`config.mk`:
```
export PLATFORM = sky130hd
export DESIGN_NAME = sha256_hash_engine_top
export DESIGN_NICKNAME = d
export VERILOG_FILES = /design/src/sha_pkg.sv /design/src/sha_round.sv /design/src/sha256_hash_engine_top.sv
export SDC_FILE = /design/constraint.sdc
export NUM_CORES = 2
export LEC_CHECK = 0
export BUFFER_PORTS_ARGS = -buffer_cell sky130_fd_sc_hd__buf_4
export CORE_MARGIN = 2
export CORE_UTILIZATION = 45
export CTS_CLUSTER_SIZE = 10
export DETAILED_ROUTE_END_ITERATION = 7
export PLACE_DENSITY_LB_ADDON = 0.05
export SLEW_MARGIN = 20
export SYNTH_ARGS = -nofsm -noshare
export SYNTH_HDL_FRONTEND = slang
export SYNTH_SLANG_ARGS = --single-unit
export TNS_END_PERCENT = 30
```
`constraint.sdc`:
```
create_clock -name clk -period 31.8 [get_ports clk]
set_input_delay 6.36 -clock clk [delete_from_list [all_inputs] [get_ports clk]]
set_output_delay 6.36 -clock clk [all_outputs]
set_load 0.05 [all_outputs]
```
`src/sha_pkg.sv`:
```
// ----------------------------------------------------------------------------
// sha_pkg
// Types, constants and round functions of the SHA-256 engine.
// ----------------------------------------------------------------------------
package sha_pkg;

	typedef logic [7:0][31:0] hash_t;   // index 0 is word a / H0

	localparam logic [31:0] PAD_WORD = 32'h8000_0000;

	function automatic hash_t init_hash();
		hash_t h;
		h[0] = 32'h6a09e667; h[1] = 32'hbb67ae85;
		h[2] = 32'h3c6ef372; h[3] = 32'ha54ff53a;
		h[4] = 32'h510e527f; h[5] = 32'h9b05688c;
		h[6] = 32'h1f83d9ab; h[7] = 32'h5be0cd19;
		return h;
	endfunction

	function automatic logic [31:0] ror(input logic [31:0] x, input int n);
		return (x >> n) | (x << (32 - n));
	endfunction

	function automatic logic [31:0] sched_word(input logic [31:0] wm16, input logic [31:0] wm15,
			input logic [31:0] wm7, input logic [31:0] wm2);
		logic [31:0] s0;
		logic [31:0] s1;
		s0 = ror(wm15, 7) ^ ror(wm15, 18) ^ (wm15 >> 3);
		s1 = ror(wm2, 17) ^ ror(wm2, 19) ^ (wm2 >> 10);
		return s1 + wm7 + s0 + wm16;
	endfunction

	function automatic logic [31:0] round_k(input logic [5:0] idx);
		logic [31:0] k;
		case (idx)
			6'd0:  k = 32'h428a2f98; 6'd1:  k = 32'h71374491;
			6'd2:  k = 32'hb5c0fbcf; 6'd3:  k = 32'he9b5dba5;
			6'd4:  k = 32'h3956c25b; 6'd5:  k = 32'h59f111f1;
			6'd6:  k = 32'h923f82a4; 6'd7:  k = 32'hab1c5ed5;
			6'd8:  k = 32'hd807aa98; 6'd9:  k = 32'h12835b01;
			6'd10: k = 32'h243185be; 6'd11: k = 32'h550c7dc3;
			6'd12: k = 32'h72be5d74; 6'd13: k = 32'h80deb1fe;
			6'd14: k = 32'h9bdc06a7; 6'd15: k = 32'hc19bf174;
			6'd16: k = 32'he49b69c1; 6'd17: k = 32'hefbe4786;
			6'd18: k = 32'h0fc19dc6; 6'd19: k = 32'h240ca1cc;
			6'd20: k = 32'h2de92c6f; 6'd21: k = 32'h4a7484aa;
			6'd22: k = 32'h5cb0a9dc; 6'd23: k = 32'h76f988da;
			6'd24: k = 32'h983e5152; 6'd25: k = 32'ha831c66d;
			6'd26: k = 32'hb00327c8; 6'd27: k = 32'hbf597fc7;
			6'd28: k = 32'hc6e00bf3; 6'd29: k = 32'hd5a79147;
			6'd30: k = 32'h06ca6351; 6'd31: k = 32'h14292967;
			6'd32: k = 32'h27b70a85; 6'd33: k = 32'h2e1b2138;
			6'd34: k = 32'h4d2c6dfc; 6'd35: k = 32'h53380d13;
			6'd36: k = 32'h650a7354; 6'd37: k = 32'h766a0abb;
			6'd38: k = 32'h81c2c92e; 6'd39: k = 32'h92722c85;
			6'd40: k = 32'ha2bfe8a1; 6'd41: k = 32'ha81a664b;
			6'd42: k = 32'hc24b8b70; 6'd43: k = 32'hc76c51a3;
			6'd44: k = 32'hd192e819; 6'd45: k = 32'hd6990624;
			6'd46: k = 32'hf40e3585; 6'd47: k = 32'h106aa070;
			6'd48: k = 32'h19a4c116; 6'd49: k = 32'h1e376c08;
			6'd50: k = 32'h2748774c; 6'd51: k = 32'h34b0bcb5;
			6'd52: k = 32'h391c0cb3; 6'd53: k = 32'h4ed8aa4a;
			6'd54: k = 32'h5b9cca4f; 6'd55: k = 32'h682e6ff3;
			6'd56: k = 32'h748f82ee; 6'd57: k = 32'h78a5636f;
			6'd58: k = 32'h84c87814; 6'd59: k = 32'h8cc70208;
			6'd60: k = 32'h90befffa; 6'd61: k = 32'ha4506ceb;
			6'd62: k = 32'hbef9a3f7; 6'd63: k = 32'hc67178f2;
			default: k = '0;
		endcase
		return k;
	endfunction

endpackage

```
`src/sha_round.sv`:
```
// ----------------------------------------------------------------------------
// sha_round
// One SHA-256 compression round on the eight working words.
// ----------------------------------------------------------------------------
module sha_round (
	input  sha_pkg::hash_t v,
	input  logic [31:0]    k,
	input  logic [31:0]    w,
	output sha_pkg::hash_t v_next
);

	logic [31:0] t1;
	logic [31:0] t2;

	always_comb begin
		t1 = v[7] + (sha_pkg::ror(v[4], 6) ^ sha_pkg::ror(v[4], 11) ^ sha_pkg::ror(v[4], 25))
			+ ((v[4] & v[5]) ^ (~v[4] & v[6])) + k + w;
		t2 = (sha_pkg::ror(v[0], 2) ^ sha_pkg::ror(v[0], 13) ^ sha_pkg::ror(v[0], 22))
			+ ((v[0] & v[1]) ^ (v[0] & v[2]) ^ (v[1] & v[2]));
		v_next[7] = v[6];
		v_next[6] = v[5];
		v_next[5] = v[4];
		v_next[4] = v[3] + t1;
		v_next[3] = v[2];
		v_next[2] = v[1];
		v_next[1] = v[0];
		v_next[0] = t1 + t2;
	end

endmodule

```
`src/sha256_hash_engine_top.sv`:
```
// ----------------------------------------------------------------------------
// sha256_hash_engine_top
// SHA-256 engine: streamed message words in, eight digest words out.
// ----------------------------------------------------------------------------
// Input channel s_*: one item per 32-bit big-endian message word. s_tlast
// marks the final word, whose valid_bytes (0..4) gives the leading bytes used.
// Output channel m_*: after the final word the eight digest words come out in
// order, word_index 0..7, m_tlast on the last one.
// Words land in a 16-entry block buffer memory. The sixteenth word of a block
// starts a compression (a step loading the working words and the first memory
// read, 64 rounds at one per cycle, one chaining update), during which
// s_tready is low. The final item adds padding pushes (one per cycle while no
// compression runs, up to 18, plus a step without a push to end the zero
// fill), one or two compressions, then eight result items.
// Reset loads the initial hash value and clears byte count and fill.
// A stalled receiver holds the current digest word; no input is taken until
// all eight result items are delivered.
// ----------------------------------------------------------------------------
module sha256_hash_engine_top (
	input  logic        clk,
	input  logic        arst_n,
	input  logic        s_tvalid,
	output logic        s_tready,
	input  logic [39:0] s_tdata,   // [31:0] data_word, [34:32] valid_bytes, zero fill
	input  logic        s_tlast,   // end_of_message
	output logic        m_tvalid,
	input  logic        m_tready,
	output logic [39:0] m_tdata,   // [31:0] digest_word, [34:32] word_index, zero fill
	output logic        m_tlast    // last_word
);

	localparam logic [1:0] ST_IDLE = 2'd0;
	localparam logic [1:0] ST_PAD  = 2'd1;
	localparam logic [1:0] ST_COMP = 2'd2;
	localparam logic [1:0] ST_OUT  = 2'd3;

	localparam logic [2:0] PH_DATA = 3'd0;
	localparam logic [2:0] PH_PADW = 3'd1;
	localparam logic [2:0] PH_ZERO = 3'd2;
	localparam logic [2:0] PH_LENH = 3'd3;
	localparam logic [2:0] PH_LENL = 3'd4;

	logic [1:0]  state_q;
	logic [1:0]  ret_q;
	logic [2:0]  ph_q;
	logic [3:0]  fill_q;
	logic [63:0] msg_q;
	logic [6:0]  rc_q;
	logic [2:0]  oidx_q;
	logic [31:0] data_q;
	logic [31:0] padw_q;
	sha_pkg::hash_t cv_q;
	sha_pkg::hash_t v_q;
	sha_pkg::hash_t v_next;
	logic [15:0][31:0] win_q;

	logic [31:0] mem [16];
	logic [31:0] rd_q;
	logic        wr_en;
	logic [31:0] wr_data;

	logic        in_acc;
	logic        out_acc;
	logic [2:0]  nb;
	logic [31:0] keep;
	logic [31:0] padbit;
	logic [63:0] len_bits;
	logic [31:0] w_cur;
	logic [31:0] k_cur;
	logic [5:0]  t_idx;

	assign s_tready = (state_q == ST_IDLE);
	assign m_tvalid = (state_q == ST_OUT);
	assign m_tdata  = {5'd0, oidx_q, cv_q[oidx_q]};
	assign m_tlast  = (oidx_q == 3'd7);

	assign in_acc  = s_tvalid && s_tready;
	assign out_acc = m_tvalid && m_tready;

	assign nb       = (s_tdata[34:32] > 3'd4) ? 3'd4 : s_tdata[34:32];
	assign len_bits = {msg_q[60:0], 3'b000};
	assign t_idx    = 6'(rc_q - 7'd1);
	assign k_cur    = sha_pkg::round_k(t_idx);
	assign w_cur    = (rc_q <= 7'd16) ? rd_q
		: sha_pkg::sched_word(win_q[0], win_q[1], win_q[9], win_q[14]);

	always_comb begin
		case (nb)
			3'd0: begin keep = 32'h0000_0000; padbit = 32'h8000_0000; end
			3'd1: begin keep = 32'hff00_0000; padbit = 32'h0080_0000; end
			3'd2: begin keep = 32'hffff_0000; padbit = 32'h0000_8000; end
			3'd3: begin keep = 32'hffff_ff00; padbit = 32'h0000_0080; end
			default: begin keep = 32'hffff_ffff; padbit = 32'h0000_0000; end
		endcase
	end

	// pick the word pushed into the block buffer this cycle
	always_comb begin
		wr_en   = 1'b0;
		wr_data = '0;
		case (state_q)
			ST_IDLE: begin
				wr_en   = in_acc && !s_tlast;
				wr_data = s_tdata[31:0];
			end
			ST_PAD: begin
				case (ph_q)
					PH_DATA: begin wr_en = 1'b1; wr_data = data_q; end
					PH_PADW: begin wr_en = 1'b1; wr_data = padw_q; end
					PH_ZERO: begin wr_en = (fill_q != 4'd14); wr_data = '0; end
					PH_LENH: begin wr_en = 1'b1; wr_data = len_bits[63:32]; end
					PH_LENL: begin wr_en = 1'b1; wr_data = len_bits[31:0]; end
					default: begin wr_en = 1'b0; wr_data = '0; end
				endcase
			end
			default: begin
				wr_en   = 1'b0;
				wr_data = '0;
			end
		endcase
	end

	always_ff @(posedge clk) begin
		if (wr_en) begin
			mem[fill_q] <= wr_data;
		end
		rd_q <= mem[rc_q[3:0]];
	end

	sha_round u_round (
		.v      (v_q),
		.k      (k_cur),
		.w      (w_cur),
		.v_next (v_next)
	);

	// payload: working words and schedule window
	always_ff @(posedge clk) begin
		if (state_q == ST_COMP) begin
			if (rc_q == 7'd0) begin
				v_q <= cv_q;
			end else if (rc_q <= 7'd64) begin
				v_q <= v_next;
				for (int i = 0; i < 15; i++) begin
					win_q[i] <= win_q[i + 1];
				end
				win_q[15] <= w_cur;
			end
		end
		if (in_acc && s_tlast) begin
			data_q <= s_tdata[31:0];
			padw_q <= (nb == 3'd4) ? sha_pkg::PAD_WORD : ((s_tdata[31:0] & keep) | padbit);
		end
	end

	always_ff @(posedge clk or negedge arst_n) begin
		if (!arst_n) begin
			state_q <= ST_IDLE;
			ret_q   <= ST_IDLE;
			ph_q    <= PH_DATA;
			fill_q  <= '0;
			msg_q   <= '0;
			rc_q    <= '0;
			oidx_q  <= '0;
			cv_q    <= sha_pkg::init_hash();
		end else begin
			// advance fill on every push, compress on the sixteenth word
			if (wr_en) begin
				fill_q <= fill_q + 4'd1;
				if (fill_q == 4'd15) begin
					rc_q    <= '0;
					state_q <= ST_COMP;
				end
			end
			case (state_q)
				ST_IDLE: begin
					if (in_acc) begin
						if (s_tlast) begin
							msg_q   <= msg_q + 64'(nb);
							ph_q    <= (nb == 3'd4) ? PH_DATA : PH_PADW;
							state_q <= ST_PAD;
						end else begin
							msg_q <= msg_q + 64'd4;
							ret_q <= ST_IDLE;
						end
					end
				end
				ST_PAD: begin
					ret_q <= (ph_q == PH_LENL) ? ST_OUT : ST_PAD;
					case (ph_q)
						PH_DATA: ph_q <= PH_PADW;
						PH_PADW: ph_q <= PH_ZERO;
						PH_ZERO: if (fill_q == 4'd14) begin ph_q <= PH_LENH; end
						PH_LENH: ph_q <= PH_LENL;
						default: ph_q <= PH_LENL;
					endcase
				end
				ST_COMP: begin
					rc_q <= rc_q + 7'd1;
					if (rc_q == 7'd65) begin
						for (int i = 0; i < 8; i++) begin
							cv_q[i] <= cv_q[i] + v_q[i];
						end
						oidx_q  <= '0;
						state_q <= ret_q;
					end
				end
				default: begin
					if (out_acc) begin
						oidx_q <= oidx_q + 3'd1;
						if (oidx_q == 3'd7) begin
							cv_q    <= sha_pkg::init_hash();
							msg_q   <= '0;
							fill_q  <= '0;
							state_q <= ST_IDLE;
						end
					end
				end
			endcase
		end
	end

endmodule

```
; ---- Word-level counts from Yosys, hierarchy flattened
; Memories as Yosys holds them, arrays and structs flattened. A register that Yosys moved wholly into a read port is not among the register bits.
; Cells that the tools add are included.
[totals]
ff_bits = 1173
mem_bits_rw = 512
mem_bits_ro = 2048
in_bits = 45
out_inout_bits = 43
elab_cells = 204
mem_count = 2
[op_classes]
addsub = 24
order_cmp = 4
n_eq_ne = 21
n_mux = 51
bitwise_logic = 32
reduce_logical = 29
[memory_table]
columns = memory, words, word_bits, read_ports, rd_clocked_by_memory_dff, wr, line
row1 = (name not given), 64, 32, 1, 0, 0, sha_pkg.sv:35  ; case (idx)
row2 = mem, 16, 32, 1, 1, 1, sha256_hash_engine_top.sv:57  ; logic [31:0] mem [16];
[ops]
columns = cell, count
row1 = $mux W256, 5
row2 = $add A32 B32 Y32, 18
row3 = $pmux W256 S2, 1
row4 = $pmux W32 S4, 3
row5 = $xor A32 B32 Y32, 9
row6 = $mux W64, 4
row7 = $and A32 B32 Y32, 6
row8 = $pmux W64 S2, 1
row9 = $bmux W32 S3, 1
row10 = $add A64 B3 Y64, 1
row11 = $add A64 B3 Y64 const B, 1
row12 = $mux W32, 2
row13 = $pmux W32 S2, 1
row14 = $not A32 Y32, 1
row15 = $or A10 B32 Y32, 1
row16 = $or A13 B32 Y32, 1
row17 = $or A14 B32 Y32, 1
row18 = $or A15 B32 Y32, 1
row19 = $or A19 B32 Y32, 1
row20 = $or A21 B32 Y32, 1
row21 = $or A25 B32 Y32, 1
row22 = $or A26 B32 Y32, 1
row23 = $or A30 B32 Y32, 1
row24 = $or A32 B32 Y32, 1
row25 = 45 further kinds, 97

; ---- Logic depth before layout (Yosys ltp)
[depth]
word_depth = 11
mapped_depth = 47
mapped_depth_nobuf = 42

; ---- By module
; A second synthesis with hierarchy kept.
[hier_totals]
hier_cells = 7714
area_unflattened_um2 = 95521.6
[by_module_without_submodules]
columns = mod, instances, cells_each, area_each_um2, seq_area_each_um2
row1 = sha256_hash_engine_top, 1, 6319, 84232.0, 49627.6
row2 = sha_round, 1, 1395, 11289.6, 0.0

; ---- Worst setup path before layout
; OpenSTA, ideal clock, no wires.
[synth_path]
path_type = reg2reg
startpoint = reg rc_q[1]
endpoint = reg win_q[0] in the netlist's numbering (enable)
setup_ps = 940
arrival_ps = 32152
setup_slack_ps = -1292
stages_incl_launch_ff = 6
n_path_buf = 1
cell_sequence = dfrtp_1 clkbuf_1 nor2_1 nand4_1 a21boi_0 and2_1
[synth_via]
elab_chain_cells = 3
word_cells_on_any_way = 4
cone_classes = order compare: 1 / bitwise: 1 / reduce/logical: 2
[synth_lines]
columns = element, line
row1 = "start, declared", sha256_hash_engine_top.sv:48  ; logic [6:0] rc_q;
row2 = "start signal, assigned", sha256_hash_engine_top.sv:199  ; rc_q <= rc_q + 7'd1;
row3 = branches (longest 2 deep; another with $le A7 B7 Y1), n/a
row4 = $reduce_and A3 Y1 (no line) (*), n/a
row5 = "end signal, assigned by index", sha256_hash_engine_top.sv:145  ; win_q[i] <= win_q[i + 1];
row6 = "end, declared", sha256_hash_engine_top.sv:55  ; logic [15:0][31:0] win_q;
; Every way passes the cells marked *.
; A chain may end at the register's enable or synchronous reset.

; ---- Worst setup path after layout
[layout_path]
startpoint = reg rc_q[0]
endpoint = reg v_q[159] in the netlist's numbering, data pin
[layout_via]
elab_chain_cells = 7
word_cells_on_any_way = 10
cone_classes = add/sub: 4 / order compare: 1 / mux: 3 / reduce/logical: 1 / memory: 1
[layout_lines]
columns = element, line
row1 = $sub A6 B1 Y6, sha256_hash_engine_top.sv:82  ; assign t_idx = 6'(rc_q - 7'd1);
row2 = $mem_v2 Z64 W32, n/a
row3 = $add A32 B32 Y32 (2 in a row), sha_round.sv:17  ; + ((v[4] & v[5]) ^ (~v[4] & v[6])) + k + w;
row4 = $add A32 B32 Y32, sha_round.sv:23  ; v_next[4] = v[3] + t1;
row5 = $mux W256, sha256_hash_engine_top.sv:142  ; end else if (rc_q <= 7'd64) begin
row6 = $mux W256 (*), sha256_hash_engine_top.sv:140  ; if (rc_q == 7'd0) begin
row7 = "end signal, assigned", sha256_hash_engine_top.sv:141  ; v_q <= cv_q;
row8 = "end signal, assigned", sha256_hash_engine_top.sv:143  ; v_q <= v_next;
row9 = "end, declared", sha256_hash_engine_top.sv:53  ; sha_pkg::hash_t v_q;
; Every way passes the cells marked *; elsewhere a longest branch is shown, timed or not. The select of a mux whose other input is x is not followed.

==> out/summary.txt <==
R2R depth: 39
worst path required time: 32.39 ns
Mapped Area: 0.09371 mm2
top_reg_cell synth: edfxtp_1
CP Capture Type: register
antenna violations before repair: 9
endpoints failing hold: 0
final hold slack: 0.3735 ns
clk_lat worst skew: 0.87 ns
vias per std cell: 5.858
remaining antenna violation count: 0
Setup crit start kind: register
buffer depth of the longest clock path: 3
Rows: 167
largest vdd supply drop: 0.05364 mV
clock slew at reported path FFs: 0.06 ns
Max Cap Violations: 0
Clock power frac: 0.472
vias in the first global route: 61680
Syn Inst Count: 8160
chip height: 460.3 um
total power: 4.575 mW
layout cells sized above 1: 0.1066
Final Core Density: 0.5019
DR vias: 65260
sequential power share: 0.523
CTS tree: yes
ys async rst share: 0.1972
Gate power share: 0.005
commonest cells in the synthesized netlist: 1344 x edfxtp_1, 1097 x nand2_1, 555 x a21oi_1
switching power: 0.9546 mW
GRT Residual Overflow: 0
setup bufs post-CTS: 0
Final period util: 0.4270
Seq cells post-synth: 1714
Initial Utilization: 0.4526
cts repair resizes: 0
top cell type by total area after synthesis: edfxtp_1
Layout fillers: 18490
Routed WL per cell: 26.62 um
sequential fraction of the synthesis area: 0.5296
first-pass GRT wire length: 431.1 mm
Max-Slew Margin vs Limit: 0.2293
Core Area: 0.2071 mm2
Post-synth EDFFs: 1344
arrival time worst endpoint: 14.16 ns
final wirelength: 296.6 mm
worst clock skew: 0.07470 ns
fmax: 0.07365 GHz
Final Net Count: 8848
clock sinks: 1714
PwrDens: 44.03 mW/mm2
PortBufs: 77
Synth top area share: 0.4307
hold depth: 0
Hold Path Class: register to register
Period minus WS final: 13.58 ns
Crit Path Category: register to register
Worst Tran Pin Value: 1.149 ns
count leader, synth: edfxtp_1
CTS buffer count: 200
full die area: 0.2119 mm2
Critical Path Slowest Stage Cell: dfrtp_4
switch share: 0.2086
GRT Total Usage: 0.2776
Setup Viol. Count Final: 0
CP peak stage delay: 0.96 ns
Worst Path Max Fanout: 74
yosys warns: 0
P_leak: 40.42 nW
Final Max Tran Viols: 0
synth unique cells: 101
crit-path most repeated cell: a21oi_1
DRT Pass-1 Iters: 6
outcome: finished, final reports clean
IO Count: 88
Avg Inst Size Synth: 11.48 um2
post-route setup slack: 18.22 ns
hpwl dp: 202.8 mm
htree depth: 4
Placer Congestion: 0.9068
Setup WS pre-CTS: 18.52 ns
largest net degree at the start of global routing: 197
DRC errors left: 0
# hold bufs at CTS: 0
initial detailed-routing violation count: 7248
synth top area cells: edfxtp_1 43%, ha_1 5.4%, dfrtp_1 5.4%
Die Width: 460.3 um
synth-to-layout area growth: 10.90%
RSZ-0062 raised after global routing: no
Setup TNS: 0 ns
Root Driver: clkbuf_16
internal power: 3.621 mW
placed cells by master (no fill, tap or decap), types with 54 or more instances in the layout:
cell       count
mux4_2       128
clkbuf_1     110
a21oi_1      554
nand2b_1      76
nor2b_1       68
mux2i_1      106
nand3_1      108
nor3_1        77
ha_1         406
dfrtp_1      195
o21a_1        58
xor2_1       252
a21o_1       206
fa_1         196
a211oi_1      63
o21ai_1      127
mux2_2        54
dfstp_2      136
nand2_1     1096
xnor2_1      362
inv_1        383
o21ai_0      374
and3_1        57
a31oi_1       86
edfxtp_1    1344
buf_4        208
clkbuf_16    201
nor2_1       480
layer usage:
metal / global-route usage / vias up / share of wire
li1: - / 29670 / -
met1: 0.4302 / 33050 / 0.48
met2: 0.4032 / 2199 / 0.43
met3: 0.04895 / 342 / 0.073
met4: 0.06103 / 2 / 0.021
met5: 0 / - / 0.000044
registers in the layout (all words and copies together) (netlist names):
name,cells
mem,512
win_q,512
cv_q,256
v_q,256
msg_q,61
data_q,32
padw_q,32
rd_q,32
rc_q,7
fill_q,4
oidx_q,3
ph_q,3
ret_q,2
state_q,2
per-stage QoR:
stage,instance area (um2),instances
after global routing,103900,11140
final,103900,11140
after CTS,103900,11140
after detailed placement,97820,10790
after global placement,97800,10790
after floorplan,93750,8171
power groups by stage:
stage               sequential, mW  combinational, mW  clock, mW
global placement              2.44             0.0221          0
CTS                           2.39             0.0223       2.21
floorplan                     2.44            0.00401          0
detailed placement            2.44             0.0222          0
global route                  2.39             0.0240       2.30
finish                        2.39             0.0217       2.16
layout make-up:
| class | instances | area, um2 | area share |
|---|---|---|---|
| Antenna cell | 2 | 5.005 | 0.00004816 |
| Timing Repair Buffer | 217 | 1737 | 0.01671 |
| Multi-Input combinational cell | 5679 | 41520 | 0.3995 |
| Clock buffer | 324 | 5622 | 0.05410 |
| Inverter | 387 | 1453 | 0.01398 |
| Clock inverter | 29 | 445.4 | 0.004286 |
| Tap cell | 2788 | 3488 | 0.03357 |
| Sequential cell | 1714 | 49650 | 0.4778 |
cells by family (layout without fill, tap and decap cells):
logic type	after synthesis	in the layout	share of synthesized area
other	1	14	0.00004002
adders and majority gates	622	622	0.09827
AOI/OAI and AO/OA	1950	1950	0.1316
and+or+nand+nor	2190	2190	0.1028
muxes	289	289	0.04869
DFF	1714	1714	0.5296
xor gates and xnor gates	616	616	0.05757
buffers and inverters	778	957	0.03144
path summary, 6_finish.rpt:
path	to	startpoint	slack [ns]
max in group asynchronous	cv_q[181]$_DFFE_PN0P_	arst_n	24.03
worst min register to register	win_q[359]$_DFFE_PP_	win_q[391]$_DFFE_PP_	0.37
min in group asynchronous	cv_q[194]$_DFFE_PN0P_	arst_n	5.54
worst max register to register	v_q[159]$_DFFE_PP_	rc_q[0]$_DFFE_PN0P_	18.22
worst max-delay path	v_q[159]$_DFFE_PP_	rc_q[0]$_DFFE_PN0P_	18.22
worst min-delay path	win_q[359]$_DFFE_PP_	win_q[391]$_DFFE_PP_	0.37
critical path: cells and delay by family, from the launching register on:
kind            cells  cell delay, ns
flops               1            0.96
xor+xnor            3            0.62
fa+ha+maj           8            3.75
simple gates        4            0.98
buf+inv             5            1.74
compound gates     19            5.17
(Power assumes the default switching activity.)
